**src/rtl/erpg_pkg.sv**
```systemverilog
package erpg_pkg;

  localparam int MAX_DIM   = 512;
  localparam int NUM_STEPS = 6;

  localparam int XY_W   = $clog2(MAX_DIM);
  localparam int DIM_W  = 10;
  localparam int PER_W  = 8;
  localparam int V_W    = 8;
  localparam int PIX_W  = 8;
  localparam int IDX_W  = 3;
  localparam int CFGA_W = 2;
  localparam int CFGD_W = 10;

  localparam int D_W   = 2 * XY_W + 2;
  localparam int MA_W  = 18;
  localparam int MB_W  = 19;
  localparam int P_W   = MA_W + MB_W;
  localparam int PUP_W = 13;
  localparam int INR_W = 14;
  localparam int OUT_W = 15;
  localparam int SCL_W = 16;
  localparam int NPS_W = 16;

  // reciprocal multipliers, ceil(2^k / c)
  localparam logic [MB_W-1:0] M_DIV60 = 19'd279621;  // k = 24
  localparam logic [MB_W-1:0] M_DIV30 = 19'd279621;  // k = 23
  localparam logic [MB_W-1:0] M_DIV20 = 19'd419431;  // k = 23
  localparam logic [MB_W-1:0] M_DIV3A = 19'd10923;   // k = 15
  localparam logic [MB_W-1:0] M_DIV3B = 19'd174763;  // k = 19
  localparam logic [MB_W-1:0] M_DIV5  = 19'd104858;  // k = 19

  localparam logic [CFGA_W-1:0] CFG_WIDTH  = 2'd0;
  localparam logic [CFGA_W-1:0] CFG_HEIGHT = 2'd1;
  localparam logic [CFGA_W-1:0] CFG_PERIOD = 2'd2;

  localparam logic OP_TICK  = 1'b0;
  localparam logic OP_PIXEL = 1'b1;

  localparam logic [IDX_W-1:0] STEP_OPEN   = 3'd0;
  localparam logic [IDX_W-1:0] STEP_SQUINT = 3'd1;
  localparam logic [IDX_W-1:0] STEP_WIDE   = 3'd2;
  localparam logic [IDX_W-1:0] STEP_NARROW = 3'd3;
  localparam logic [IDX_W-1:0] STEP_ALT    = 3'd4;
  localparam logic [IDX_W-1:0] STEP_SLIT   = 3'd5;

  typedef enum logic [2:0] {
    SH_0  = 3'd0,
    SH_15 = 3'd1,
    SH_19 = 3'd2,
    SH_23 = 3'd3,
    SH_24 = 3'd4
  } shift_e;

  typedef enum logic [2:0] {
    S_IDLE = 3'b001,
    S_CALC = 3'b010,
    S_DONE = 3'b100
  } state_e;

  typedef enum logic [3:0] {
    ST_DX2   = 4'd0,
    ST_DY2   = 4'd1,
    ST_VB    = 4'd2,
    ST_Q60   = 4'd3,
    ST_Q30   = 4'd4,
    ST_Q20   = 4'd5,
    ST_B53   = 4'd6,
    ST_SCL   = 4'd7,
    ST_PMUL  = 4'd8,
    ST_PDIV  = 4'd9,
    ST_CLASS = 4'd10
  } step_e;

  typedef struct packed {
    logic [IDX_W-1:0] anim;
    logic [D_W-1:0]   d;
    logic [PUP_W-1:0] ps;
    logic [INR_W-1:0] inner;
    logic [OUT_W-1:0] outer;
    logic [SCL_W-1:0] sclera;
    logic [XY_W-1:0]  y;
    logic [DIM_W-1:0] h;
  } pal_in_t;

endpackage

```
**src/rtl/erpg_intf.sv**
```systemverilog
interface erpg_req_if;
  logic                         valid;
  logic                         ready;
  logic                         op;
  logic [erpg_pkg::XY_W-1:0]    pixel_x;
  logic [erpg_pkg::XY_W-1:0]    pixel_y;
  logic [erpg_pkg::V_W-1:0]     view_dist;

  modport source (output valid, op, pixel_x, pixel_y, view_dist, input ready);
  modport sink (input valid, op, pixel_x, pixel_y, view_dist, output ready);
endinterface

interface erpg_rsp_if;
  logic                         valid;
  logic                         ready;
  logic [erpg_pkg::PIX_W-1:0]   pixel_value;
  logic [erpg_pkg::IDX_W-1:0]   frame_index;

  modport source (output valid, pixel_value, frame_index, input ready);
  modport sink (input valid, pixel_value, frame_index, output ready);
endinterface

interface erpg_cfg_if;
  logic                         valid;
  logic                         ready;
  logic [erpg_pkg::CFGA_W-1:0]  index;
  logic [erpg_pkg::CFGD_W-1:0]  data;

  modport source (output valid, index, data, input ready);
  modport sink (input valid, index, data, output ready);
endinterface

```
**src/rtl/eye_ring_pixel_generator.sv**
```systemverilog
// Sequence: a tick request goes from accept straight to the output load; a pixel
//   request runs 10 shared multiply-and-shift steps, classify, then output load.
// The output load waits while the previous response is stalled; the input is ready
//   only in idle, so no new request is taken before the last result is loaded.
// Reset (rst_ni low, asynchronous): tick count and animation step clear, the
//   frame size returns to 240 x 240 and the period to 30.
module eye_ring_pixel_generator (
  input  logic           clk_i,
  input  logic           rst_ni,
  erpg_req_if.sink       req_i,
  erpg_rsp_if.source     rsp_o,
  erpg_cfg_if.sink       cfg_i
);

  erpg_pkg::state_e state_q, state_d;
  erpg_pkg::step_e  step_q;

  logic [erpg_pkg::DIM_W-1:0] width_q, height_q;
  logic [erpg_pkg::PER_W-1:0] period_q, tick_q;
  logic [erpg_pkg::IDX_W-1:0] anim_q;

  logic [erpg_pkg::XY_W-1:0]  dx_q, dy_q, y_q;
  logic [erpg_pkg::V_W-1:0]   v_q;
  logic [erpg_pkg::DIM_W-1:0] b_q;
  logic [erpg_pkg::D_W-1:0]   d_q;
  logic [erpg_pkg::MA_W-1:0]  vb_q;
  logic [erpg_pkg::PUP_W-1:0] pupil_q, ps_q;
  logic [erpg_pkg::INR_W-1:0] inner_q;
  logic [erpg_pkg::OUT_W-1:0] outer_q;
  logic [erpg_pkg::SCL_W-1:0] sclera_q;
  logic [erpg_pkg::NPS_W-1:0] n_q;
  logic [erpg_pkg::PIX_W-1:0] res_pix_q;

  logic                       out_valid_q;
  logic [erpg_pkg::PIX_W-1:0] out_pix_q;
  logic [erpg_pkg::IDX_W-1:0] out_idx_q;

  logic                       in_acc, out_load;
  logic [erpg_pkg::DIM_W:0]   wh_sum;
  logic [erpg_pkg::XY_W-1:0]  cx, cy;
  logic [12:0]                b5;
  logic [13:0]                b15;
  logic [16:0]                b125;
  logic [2:0]                 kmul;
  logic [erpg_pkg::PER_W:0]   tick_next;
  logic [erpg_pkg::IDX_W:0]   anim_next;

  logic [erpg_pkg::MA_W-1:0]  mul_a;
  logic [erpg_pkg::MB_W-1:0]  mul_b;
  erpg_pkg::shift_e           mul_sh;
  logic [erpg_pkg::P_W-1:0]   mul_p;

  erpg_pkg::pal_in_t          pal;
  logic [erpg_pkg::PIX_W-1:0] pal_pix;

  assign req_i.ready = (state_q == erpg_pkg::S_IDLE);
  assign cfg_i.ready = 1'b1;
  assign in_acc      = req_i.valid && req_i.ready;
  assign out_load    = (state_q == erpg_pkg::S_DONE) && (!out_valid_q || rsp_o.ready);

  assign rsp_o.valid       = out_valid_q;
  assign rsp_o.pixel_value = out_pix_q;
  assign rsp_o.frame_index = out_idx_q;

  assign wh_sum = {1'b0, width_q} + {1'b0, height_q};
  assign cx     = width_q[erpg_pkg::DIM_W-1:1];
  assign cy     = height_q[erpg_pkg::DIM_W-1:1];
  assign b5     = 13'({b_q, 2'b00}) + 13'(b_q);
  assign b15    = 14'({b_q, 4'b0000}) - 14'(b_q);
  assign b125   = 17'({b_q, 7'b0000000}) - 17'({b_q, 1'b0}) - 17'(b_q);

  assign tick_next = {1'b0, tick_q} + 9'd1;
  assign anim_next = {1'b0, anim_q} + 4'd1;

  always_comb begin
    unique case (anim_q)
      erpg_pkg::STEP_WIDE:   kmul = 3'd3;
      erpg_pkg::STEP_NARROW: kmul = 3'd4;
      erpg_pkg::STEP_SLIT:   kmul = 3'd6;
      default:               kmul = 3'd5;
    endcase
  end

  always_comb begin
    mul_a  = '0;
    mul_b  = '0;
    mul_sh = erpg_pkg::SH_0;
    unique case (step_q)
      erpg_pkg::ST_DX2: begin
        mul_a = erpg_pkg::MA_W'(dx_q);
        mul_b = erpg_pkg::MB_W'(dx_q);
      end
      erpg_pkg::ST_DY2: begin
        mul_a = erpg_pkg::MA_W'(dy_q);
        mul_b = erpg_pkg::MB_W'(dy_q);
      end
      erpg_pkg::ST_VB: begin
        mul_a = erpg_pkg::MA_W'(v_q);
        mul_b = erpg_pkg::MB_W'(b_q);
      end
      erpg_pkg::ST_Q60: begin
        mul_a  = vb_q;
        mul_b  = erpg_pkg::M_DIV60;
        mul_sh = erpg_pkg::SH_24;
      end
      erpg_pkg::ST_Q30: begin
        mul_a  = vb_q;
        mul_b  = erpg_pkg::M_DIV30;
        mul_sh = erpg_pkg::SH_23;
      end
      erpg_pkg::ST_Q20: begin
        mul_a  = vb_q;
        mul_b  = erpg_pkg::M_DIV20;
        mul_sh = erpg_pkg::SH_23;
      end
      erpg_pkg::ST_B53: begin
        mul_a  = erpg_pkg::MA_W'(b5);
        mul_b  = erpg_pkg::M_DIV3A;
        mul_sh = erpg_pkg::SH_15;
      end
      erpg_pkg::ST_SCL: begin
        mul_a  = erpg_pkg::MA_W'(b125);
        mul_b  = erpg_pkg::M_DIV3B;
        mul_sh = erpg_pkg::SH_19;
      end
      erpg_pkg::ST_PMUL: begin
        mul_a = erpg_pkg::MA_W'(pupil_q);
        mul_b = erpg_pkg::MB_W'(kmul);
      end
      erpg_pkg::ST_PDIV: begin
        mul_a  = erpg_pkg::MA_W'(n_q);
        mul_b  = erpg_pkg::M_DIV5;
        mul_sh = erpg_pkg::SH_19;
      end
      default: begin
        mul_a = '0;
      end
    endcase
  end

  erpg_mul_unit u_mul (
    .a_i  (mul_a),
    .b_i  (mul_b),
    .sh_i (mul_sh),
    .p_o  (mul_p)
  );

  assign pal.anim   = anim_q;
  assign pal.d      = d_q;
  assign pal.ps     = ps_q;
  assign pal.inner  = inner_q;
  assign pal.outer  = outer_q;
  assign pal.sclera = sclera_q;
  assign pal.y      = y_q;
  assign pal.h      = height_q;

  erpg_palette u_pal (
    .pal_i   (pal),
    .pixel_o (pal_pix)
  );

  always_comb begin
    state_d = state_q;
    unique case (state_q)
      erpg_pkg::S_IDLE: begin
        if (in_acc) begin
          state_d = (req_i.op == erpg_pkg::OP_PIXEL) ? erpg_pkg::S_CALC : erpg_pkg::S_DONE;
        end
      end
      erpg_pkg::S_CALC: begin
        if (step_q == erpg_pkg::ST_CLASS) state_d = erpg_pkg::S_DONE;
      end
      erpg_pkg::S_DONE: begin
        if (out_load) state_d = erpg_pkg::S_IDLE;
      end
      default: state_d = erpg_pkg::S_IDLE;
    endcase
  end

  always_ff @(posedge clk_i or negedge rst_ni) begin
    if (!rst_ni) begin
      state_q     <= erpg_pkg::S_IDLE;
      step_q      <= erpg_pkg::ST_DX2;
      width_q     <= 10'd240;
      height_q    <= 10'd240;
      period_q    <= 8'd30;
      tick_q      <= '0;
      anim_q      <= '0;
      out_valid_q <= 1'b0;
    end else begin
      state_q <= state_d;

      if (cfg_i.valid) begin
        unique case (cfg_i.index)
          erpg_pkg::CFG_WIDTH:  width_q  <= cfg_i.data;
          erpg_pkg::CFG_HEIGHT: height_q <= cfg_i.data;
          erpg_pkg::CFG_PERIOD: period_q <= cfg_i.data[erpg_pkg::PER_W-1:0];
          default: ;
        endcase
      end

      if (in_acc && req_i.op == erpg_pkg::OP_TICK) begin
        if (tick_next >= {1'b0, period_q}) begin
          tick_q <= '0;
          anim_q <= (anim_next >= 4'(erpg_pkg::NUM_STEPS)) ? '0 : anim_next[erpg_pkg::IDX_W-1:0];
        end else begin
          tick_q <= tick_next[erpg_pkg::PER_W-1:0];
        end
      end

      if (in_acc) begin
        step_q <= erpg_pkg::ST_DX2;
      end else if (state_q == erpg_pkg::S_CALC && step_q != erpg_pkg::ST_CLASS) begin
        step_q <= erpg_pkg::step_e'(step_q + 4'd1);
      end

      if (out_load) begin
        out_valid_q <= 1'b1;
      end else if (rsp_o.ready) begin
        out_valid_q <= 1'b0;
      end
    end
  end

  always_ff @(posedge clk_i) begin
    if (in_acc) begin
      dx_q      <= (req_i.pixel_x > cx) ? req_i.pixel_x - cx : cx - req_i.pixel_x;
      dy_q      <= (req_i.pixel_y > cy) ? req_i.pixel_y - cy : cy - req_i.pixel_y;
      y_q       <= req_i.pixel_y;
      v_q       <= req_i.view_dist;
      b_q       <= wh_sum[erpg_pkg::DIM_W:1];
      res_pix_q <= '0;
    end
    if (state_q == erpg_pkg::S_CALC) begin
      unique case (step_q)
        erpg_pkg::ST_DX2:  d_q      <= mul_p[erpg_pkg::D_W-1:0];
        erpg_pkg::ST_DY2:  d_q      <= d_q + mul_p[erpg_pkg::D_W-1:0];
        erpg_pkg::ST_VB:   vb_q     <= mul_p[erpg_pkg::MA_W-1:0];
        erpg_pkg::ST_Q60:  pupil_q  <= mul_p[erpg_pkg::PUP_W-1:0];
        erpg_pkg::ST_Q30:  inner_q  <= mul_p[erpg_pkg::INR_W-1:0];
        erpg_pkg::ST_Q20:  outer_q  <= mul_p[erpg_pkg::OUT_W-1:0];
        erpg_pkg::ST_B53: begin
          pupil_q <= pupil_q + mul_p[erpg_pkg::PUP_W-1:0];
          inner_q <= inner_q + erpg_pkg::INR_W'(b5);
          outer_q <= outer_q + erpg_pkg::OUT_W'(b15);
        end
        erpg_pkg::ST_SCL:  sclera_q <= mul_p[erpg_pkg::SCL_W-1:0];
        erpg_pkg::ST_PMUL: n_q      <= mul_p[erpg_pkg::NPS_W-1:0];
        erpg_pkg::ST_PDIV: ps_q     <= mul_p[erpg_pkg::PUP_W-1:0];
        erpg_pkg::ST_CLASS: res_pix_q <= pal_pix;
        default: ;
      endcase
    end
    if (out_load) begin
      out_pix_q <= res_pix_q;
      out_idx_q <= anim_q;
    end
  end

endmodule

```
**src/rtl/erpg_mul_unit.sv**
```systemverilog
module erpg_mul_unit (
  input  logic [erpg_pkg::MA_W-1:0] a_i,
  input  logic [erpg_pkg::MB_W-1:0] b_i,
  input  erpg_pkg::shift_e          sh_i,
  output logic [erpg_pkg::P_W-1:0]  p_o
);

  logic [erpg_pkg::P_W-1:0] prod;

  assign prod = erpg_pkg::P_W'(a_i) * erpg_pkg::P_W'(b_i);

  always_comb begin
    unique case (sh_i)
      erpg_pkg::SH_0:  p_o = prod;
      erpg_pkg::SH_15: p_o = prod >> 15;
      erpg_pkg::SH_19: p_o = prod >> 19;
      erpg_pkg::SH_23: p_o = prod >> 23;
      erpg_pkg::SH_24: p_o = prod >> 24;
      default:         p_o = prod;
    endcase
  end

endmodule

```
**src/rtl/erpg_palette.sv**
```systemverilog
module erpg_palette (
  input  erpg_pkg::pal_in_t            pal_i,
  output logic [erpg_pkg::PIX_W-1:0]   pixel_o
);

  logic        lt_p, lt_i, lt_o, lt_s, lt_i45, lt_s65;
  logic [21:0] d5, i4, s6;
  logic [16:0] y5, y10, y100, h1, h4, h3, h7, h17, h83;
  logic        band1, band3, band5;

  always_comb begin
    lt_p   = pal_i.d < erpg_pkg::D_W'(pal_i.ps);
    lt_i   = pal_i.d < erpg_pkg::D_W'(pal_i.inner);
    lt_o   = pal_i.d < erpg_pkg::D_W'(pal_i.outer);
    lt_s   = pal_i.d < erpg_pkg::D_W'(pal_i.sclera);
    d5     = 22'(pal_i.d) * 22'd5;
    i4     = 22'(pal_i.inner) * 22'd4;
    s6     = 22'(pal_i.sclera) * 22'd6;
    lt_i45 = d5 < i4;
    lt_s65 = d5 < s6;

    y5   = 17'(pal_i.y) * 17'd5;
    y10  = 17'(pal_i.y) * 17'd10;
    y100 = 17'(pal_i.y) * 17'd100;
    h1   = 17'(pal_i.h);
    h4   = 17'(pal_i.h) * 17'd4;
    h3   = 17'(pal_i.h) * 17'd3;
    h7   = 17'(pal_i.h) * 17'd7;
    h17  = 17'(pal_i.h) * 17'd17;
    h83  = 17'(pal_i.h) * 17'd83;
    band1 = (y5 > h1) && (y5 < h4);
    band3 = (y10 > h3) && (y10 < h7);
    band5 = (y100 > h17) && (y100 < h83);

    unique case (pal_i.anim)
      erpg_pkg::STEP_OPEN: begin
        if (lt_p) pixel_o = 8'd0;
        else if (lt_i) pixel_o = 8'd96;
        else if (lt_o) pixel_o = 8'd64;
        else if (lt_s) pixel_o = 8'd255;
        else pixel_o = 8'd0;
      end
      erpg_pkg::STEP_SQUINT: begin
        if (!band1) pixel_o = 8'd0;
        else if (lt_p) pixel_o = 8'd0;
        else if (lt_i) pixel_o = 8'd128;
        else if (lt_o) pixel_o = 8'd96;
        else pixel_o = 8'd224;
      end
      erpg_pkg::STEP_WIDE: begin
        if (lt_p) pixel_o = 8'd0;
        else if (lt_i45) pixel_o = 8'd160;
        else if (lt_o) pixel_o = 8'd128;
        else if (lt_s65) pixel_o = 8'd255;
        else pixel_o = 8'd32;
      end
      erpg_pkg::STEP_NARROW: begin
        if (!band3) pixel_o = 8'd16;
        else if (lt_p) pixel_o = 8'd0;
        else if (lt_i) pixel_o = 8'd96;
        else pixel_o = 8'd192;
      end
      erpg_pkg::STEP_ALT: begin
        if (lt_p) pixel_o = 8'd0;
        else if (lt_i) pixel_o = 8'd64;
        else if (lt_o) pixel_o = 8'd224;
        else if (lt_s) pixel_o = 8'd255;
        else pixel_o = 8'd0;
      end
      erpg_pkg::STEP_SLIT: begin
        if (!band5) pixel_o = 8'd0;
        else if (lt_p) pixel_o = 8'd0;
        else if (lt_o) pixel_o = 8'd192;
        else pixel_o = 8'd255;
      end
      default: pixel_o = 8'd0;
    endcase
  end

endmodule

```
**src/flat_wrapper.sv**
```systemverilog
// flat-port wrapper written by rule: the top's interface ports become plain ports
module eye_ring_pixel_generator_flat 
  (clk_i, rst_ni, req_i_valid, req_i_op, req_i_pixel_x, req_i_pixel_y, req_i_view_dist, req_i_ready, rsp_o_valid, rsp_o_pixel_value, rsp_o_frame_index, rsp_o_ready, cfg_i_valid, cfg_i_index, cfg_i_data, cfg_i_ready);
  erpg_req_if req_i_i ();
  erpg_rsp_if rsp_o_i ();
  erpg_cfg_if cfg_i_i ();
  input  logic clk_i;
  input  logic rst_ni;
  input wire logic [$bits(req_i_i.valid)-1:0] req_i_valid;
  input wire logic [$bits(req_i_i.op)-1:0] req_i_op;
  input wire logic [$bits(req_i_i.pixel_x)-1:0] req_i_pixel_x;
  input wire logic [$bits(req_i_i.pixel_y)-1:0] req_i_pixel_y;
  input wire logic [$bits(req_i_i.view_dist)-1:0] req_i_view_dist;
  output wire logic [$bits(req_i_i.ready)-1:0] req_i_ready;
  output wire logic [$bits(rsp_o_i.valid)-1:0] rsp_o_valid;
  output wire logic [$bits(rsp_o_i.pixel_value)-1:0] rsp_o_pixel_value;
  output wire logic [$bits(rsp_o_i.frame_index)-1:0] rsp_o_frame_index;
  input wire logic [$bits(rsp_o_i.ready)-1:0] rsp_o_ready;
  input wire logic [$bits(cfg_i_i.valid)-1:0] cfg_i_valid;
  input wire logic [$bits(cfg_i_i.index)-1:0] cfg_i_index;
  input wire logic [$bits(cfg_i_i.data)-1:0] cfg_i_data;
  output wire logic [$bits(cfg_i_i.ready)-1:0] cfg_i_ready;
  assign req_i_i.valid = req_i_valid;
  assign req_i_i.op = req_i_op;
  assign req_i_i.pixel_x = req_i_pixel_x;
  assign req_i_i.pixel_y = req_i_pixel_y;
  assign req_i_i.view_dist = req_i_view_dist;
  assign req_i_ready = req_i_i.ready;
  assign rsp_o_valid = rsp_o_i.valid;
  assign rsp_o_pixel_value = rsp_o_i.pixel_value;
  assign rsp_o_frame_index = rsp_o_i.frame_index;
  assign rsp_o_i.ready = rsp_o_ready;
  assign cfg_i_i.valid = cfg_i_valid;
  assign cfg_i_i.index = cfg_i_index;
  assign cfg_i_i.data = cfg_i_data;
  assign cfg_i_ready = cfg_i_i.ready;
  eye_ring_pixel_generator u_core (.clk_i(clk_i), .rst_ni(rst_ni), .req_i(req_i_i), .rsp_o(rsp_o_i), .cfg_i(cfg_i_i));
endmodule
```
**config.mk**
```make
export PLATFORM = sky130hd
export DESIGN_NAME = eye_ring_pixel_generator_flat
export DESIGN_NICKNAME = d
export VERILOG_FILES = /design/src/rtl/erpg_pkg.sv /design/src/rtl/erpg_intf.sv /design/src/rtl/eye_ring_pixel_generator.sv /design/src/rtl/erpg_mul_unit.sv /design/src/rtl/erpg_palette.sv /design/src/flat_wrapper.sv
export SDC_FILE = /design/constraint.sdc
export NUM_CORES = 2
export LEC_CHECK = 0
export ABC_AREA = 1
export BUFFER_PORTS_ARGS = -buffer_cell sky130_fd_sc_hd__buf_2
export CORE_UTILIZATION = 55
export DETAILED_ROUTE_END_ITERATION = 16
export PLACE_DENSITY = 0.74
export RECOVER_POWER = 100
export SYNTH_ARGS = -nofsm -noshare
export SYNTH_HDL_FRONTEND = slang
export SYNTH_HIERARCHICAL = 1
export SYNTH_SLANG_ARGS = --single-unit
```
**constraint.sdc**
```tcl
create_clock -name clk_i -period 8.56 [get_ports clk_i]
set_input_delay 2.14 -clock clk_i [delete_from_list [all_inputs] [get_ports clk_i]]
set_output_delay 2.14 -clock clk_i [all_outputs]
set_load 0.02 [all_outputs]
```
* Yosys cells after proc, flatten, opt, wreduce, memory -nomap -nowiden
Index checks and enable logic that the tools add are counted.
** Word-level totals
- Register bits after elaboration :: 236
- Logic and storage cells :: 177
** Operators by class
- Reductions and logical operators :: 35
- Equality and inequality tests :: 28
- Bitwise gates (word level) :: 1
- Multiply operators :: 10
- Multiplexer cells :: 47
- $add $sub $neg :: 16
- $lt $le $gt $ge :: 16
** Operators by type and width (count)
- $mux 8 :: 24
- $pmux 19 s9 :: 1
- $pmux 18 s8 :: 1
- $pmux 20 s4 :: 1
- $pmux 8 s6 :: 1
- $pmux 20 s2 :: 1
- $mul 18x19->37 :: 1
- $sub 9x9->9 :: 4
- $pmux 15 s2 :: 1
- $pmux 14 s2 :: 1
- $pmux 13 s2 :: 1
- $mul 9x3->12 const B :: 2
- $reduce_and 2->1 :: 12
- $lt 22x16->1 :: 1
- $lt 22x19->1 :: 1
- $mul 20x3->22 const B :: 1
- $add 20x20->20 :: 1
- $lt 20x13->1 :: 1
- $lt 20x14->1 :: 1
- $lt 20x15->1 :: 1
- $lt 20x16->1 :: 1
- $gt 9x9->1 :: 2
- $mul 16x2->18 const B :: 1
- $mux 9 :: 2
- other kinds (53) :: 89

* Longest topological paths before layout
- Word-level depth :: 9
- Mapped depth :: 54

* Modules after synthesis
The synthesis kept the hierarchy.
** Modules (own cells, without submodules)
- eye_ring_pixel_generator :: instances 1, sequential area each 6787.8 um^2, cells an instance 2064, area each 16751.1 um^2
- erpg_mul_unit :: instances 1, sequential area each 0.0 um^2, cells an instance 1933, area each 13020.0 um^2
- erpg_palette :: instances 1, sequential area each 0.0 um^2, cells an instance 1468, area each 9910.8 um^2

* Least setup slack after synthesis
No wires, ideal clock.
- Kind :: register -> register
- From :: register u_core/b_q[7] in the netlist's numbering
- To :: register u_core/d_q[16] in the netlist's numbering, data pin
- Period minus slack after synthesis :: 9.007 ns
- Slack :: -0.447 ns
- Arrival time :: 8.754 ns
- Stages on the path, launching flop included :: 52
- Buffers on the path :: 2
- Data required time :: 8.307 ns
- Library setup time :: 0.253 ns
- Cells stage by stage :: edfxtp_1 inv_1 fa_1 ha_1 a21oi_1 inv_1 nor2_1 nand2_1 nand2_1 nand2_1 nand2_1 nand2_1 o21ai_0 clkbuf_1 clkbuf_1 nand2_1 fa_1 fa_1 [... 16 more ...] xor2_1 nand2_1 nand2_1 inv_1 nand4_1 ha_1 inv_1 fa_1 inv_1 nand3_1 nand3_1 nand2_1 nand2_1 nand2_1 nand2_1 nand2_1 nand3_1 nand2_1
** Between the ends
- Cells in the longest elaborated chain, start to end :: 7
- Elaborated cells on any way between the ends :: 9
- Classes of those cells :: add/sub (4); mul (1); mux (4)
** Ends and longest elaborated chain
- from (decl) :: line eye_ring_pixel_generator.sv:24 : logic [erpg_pkg::DIM_W-1:0] b_q;
- from (signal assigned) :: line eye_ring_pixel_generator.sv:231 : b_q <= wh_sum[erpg_pkg::DIM_W:1];
- $sub 17x11->17 :: line eye_ring_pixel_generator.sv:70 : assign b125 = 17'({b_q, 7'b0000000}) - 17'({b_q, 1'b0}) - 17'(b_q);
- $sub 17x10->17 (*) :: line eye_ring_pixel_generator.sv:70
- $pmux 18 s8 (*) :: line eye_ring_pixel_generator.sv:88 : unique case (step_q)
- named net u_core.mul_a, one bit :: line eye_ring_pixel_generator.sv:48 : logic [erpg_pkg::MA_W-1:0] mul_a;
- $mul 18x19->37 (*) :: line erpg_mul_unit.sv:10 : assign prod = erpg_pkg::P_W'(a_i) * erpg_pkg::P_W'(b_i);
- $pmux 20 s4 (*) :: line erpg_mul_unit.sv:13 : unique case (sh_i)
- named net u_core.mul_p, one bit :: line eye_ring_pixel_generator.sv:51 : logic [erpg_pkg::P_W-1:0] mul_p;
- $add 20x20->20 (*) :: line eye_ring_pixel_generator.sv:237 : erpg_pkg::ST_DY2: d_q <= d_q + mul_p[erpg_pkg::D_W-1:0];
- $pmux 20 s2 (*) :: line eye_ring_pixel_generator.sv:235 : unique case (step_q)
- to (signal assigned) :: line eye_ring_pixel_generator.sv:236 : erpg_pkg::ST_DX2: d_q <= mul_p[erpg_pkg::D_W-1:0];
- to (signal assigned) :: line eye_ring_pixel_generator.sv:237
- to (decl) :: line eye_ring_pixel_generator.sv:25 : logic [erpg_pkg::D_W-1:0] d_q;
The timed path passes the listed nets; every way through them passes the cells marked *.
A chain may end at the register's enable or synchronous reset.

* Final worst setup path
- From :: register u_core/b_q[2] in the netlist's numbering
- To :: register u_core/d_q[14] in the netlist's numbering, data pin
** Between the ends
- Cells in the longest elaborated chain, start to end :: 7
- Elaborated cells on any way between the ends :: 9
- Classes of those cells :: add/sub (4); mul (1); mux (4)
** Ends and longest elaborated chain (line)
- $sub 17x11->17 :: eye_ring_pixel_generator.sv:70
- $sub 17x10->17 :: eye_ring_pixel_generator.sv:70
- $pmux 18 s8 (*) :: eye_ring_pixel_generator.sv:88
- named net u_core.mul_a, one bit :: eye_ring_pixel_generator.sv:48
- $mul 18x19->37 (*) :: erpg_mul_unit.sv:10
- $pmux 20 s4 (*) :: erpg_mul_unit.sv:13
- named net u_core.mul_p, one bit :: eye_ring_pixel_generator.sv:51
- $add 20x20->20 (*) :: eye_ring_pixel_generator.sv:237
- $pmux 20 s2 (*) :: eye_ring_pixel_generator.sv:235
Marks and branches as above.

==> out/results.ini <==
[min_path]
whs_path_depth = 0
min_from = u_core/res_pix_q[4]$_DFF_P_
hold_class = register to register
holdPathEnd = u_core/rsp_o.pixel_value[4]$_DFFE_PP_

[routing]
firstDrtPassIters = 7
routedWlPerCell_um = 17.96
highest_layer = met4
wl_met3_um = 10180
wl_met2_um = 56130
wl_um = 122900
drc_errors = 0
vias = 37400
wl_met1_um = 52210
viasPerCell = 5.466
antenna_left = 0
drtIter0Drc = 3658

[cts]
cts_buffer_depth = 3
clock-sinks = 236
cts_tree = yes
cts_max_level = 1
cts_buffers = 28
worstSkewPairLatency_ps = 600
cts_root_buffer = clkbuf_16
path_clk_slew_ps = 60

[timing]
max_slew_margin = -0.7674
fin_crit_ps = 8765
fin_skew_ps = 32.65
worst_pin_slew_ps = 2651
finalSetupViolations = 21
rsz0062_at_grt = yes
setup_slack_ps = -204.7
max_freq_mhz = 114.1
hold_viol = 0
slew_violations = 69
period_share = 1.024

[yosys]
synth_nets = 6395
syn-cell-area_um2 = 39570
synth.avg_cell_area_um2 = 7.279
ys_warn_count = 6
synth_cells = 5436

[floorplanning]
rows = 97
die_y_um = 270.2
die_width_um = 270.2
ioPinCount = 58
die-area_um2 = 73020
start_util = 0.5602
core_area_um2 = 70640

[run_status]
violations = capacitance limit, slew limit, setup timing
status = complete, but fails checks

[setup_path]
r2r_cells = 45
reg2reg_from = u_core/b_q[2]$_DFFE_PP_
critPathTopFamily = adder cells
r2r_end = u_core/d_q[14]$_DFFE_PP_
cp-end-kind = register
cp.arrival_ps = 9120
r2r_setup_slack_ps = -200
crit_top_cell = nand2_1
crit_slowest_cell = fa_1
crit_required_ps = 8920
critPathKind = register to register
max_stage_delay_ps = 550
cp_num_buf_inv = 8
critPathLaunchType = register
crit_fanout = 5

[global_route]
grt_max_degree = 48
grt_pass1_vias = 35480
overflow = 0
grt_usage = 0.3230
antenna_found_initial = 1
grt_first_pass_wirelength_um = 187800

[final_layout]
fill_cells = 5926
stdcell_count = 6842
nNetsFinal = 6839
area_growth_syn_to_layout_pct = 21.22
drive_gt1_frac = 0.1935
antennaDiodeCount = 0

[place]
dp_cells = 6697
place_congestion = 1.018
io_buffers = 56
hpwl_um = 97780

[run]
max-cap-violations = 2

[metal layers]
| metal | global-route usage | up-vias |
|---|---|---|
| li1 | - | 17990 |
| met1 | 0.4545 | 17650 |
| met2 | 0.5266 | 1503 |
| met3 | 0.03263 | 253 |
| met4 | 0.09173 | 0 |
| met5 | 0 | - |
[how the worst max path moves through the flow]
stage	start	endpoint	slack, ps	cells after the start
finish	u_core/b_q[2]$_DFFE_PP_	u_core/d_q[14]$_DFFE_PP_	-200	45
global placement	u_core/b_q[2]$_DFFE_PP_	u_core/d_q[18]$_DFFE_PP_	-500	49
detailed placement	u_core/b_q[2]$_DFFE_PP_	u_core/d_q[17]$_DFFE_PP_	-510	49
floorplan	u_core/b_q[3]$_DFFE_PP_	u_core/d_q[16]$_DFFE_PP_	3	47
CTS	u_core/b_q[0]$_DFFE_PP_	u_core/d_q[18]$_DFFE_PP_	-20	47
global route	u_core/b_q[2]$_DFFE_PP_	u_core/d_q[18]$_DFFE_PP_	-530	45
[cell usage in the layout (no fill, tap or decap), types with 59 or more instances in the layout]
cell / n
nand2_1: 1369
nand3_1: 250
buf_4: 399
ha_1: 538
edfxtp_1: 181
nor2_1: 220
xor2_1: 103
nand2_2: 125
fa_1: 302
inv_1: 1049
ha_4: 59
inv_2: 89
a21oi_1: 221
o21ai_0: 136
[worst reg2reg max path: cells and delay by family (launching register included)]
family | cells | cell delay, ps
and+or+nand+nor | 25 | 2650
AOI/OAI and AO/OA | 2 | 430
DFF | 1 | 470
buffers and inverters | 8 | 690
adders and majority gates | 10 | 4320
[state kept, by name, indices dropped and copies added (netlist names), 4 cells and up]
register	cells
u_core/d_q	20
u_core/sclera_q	16
u_core/vb_q	18
u_core/b_q	10
u_core/res_pix_q	8
u_core/height_q	10
u_core/period_q	8
u_core/tick_q	8
u_core/rsp_o.pixel_value	8
u_core/y_q	9
u_core/inner_q	14
u_core/outer_q	15
u_core/step_q	4
u_core/n_q	16
u_core/dx_q	9
u_core/width_q	10
u_core/dy_q	9
u_core/v_q	8
u_core/ps_q	13
u_core/pupil_q	13
[final cells by class]
type                            count  area [um^2]  area share
Multi-Input combinational cell   3934        30460      0.6351
Inverter                         1144         4307     0.08979
Clock buffer                       40        807.0     0.01683
Timing Repair Buffer              536         4334     0.09036
Tap cell                          940         1176     0.02452
Clock inverter                     12        91.34    0.001904
Sequential cell                   236         6788      0.1415
[through the flow]
stage	TNS [ps]	setup slack, ps	utilization	hold slack, ps	area [um^2]
2_1_floorplan	0	3.055	-	408.6	39660
3_3_place_gp	-9636	-500.4	0.6194	413.1	43750
3_5_place_dp	-10730	-512.8	0.6194	413.7	43750
4_1_cts	-35.56	-16.94	0.6485	427.0	45800
5_1_grt	-10840	-533.8	0.6790	435.7	47960
6_report	-2571	-204.7	0.6790	428.8	47960
[what timing repair did]
action	CTS	global route
pin swaps	84	253
gates cloned	2	4
hold buffers	0	0
buffers inserted	30	59
endpoints found under the setup margin	28	35
gates resized for setup	174	474
Power is left out: the tool's default activity adds up to more than one toggle a clock period on the data nets, which glitch-free logic cannot reach.
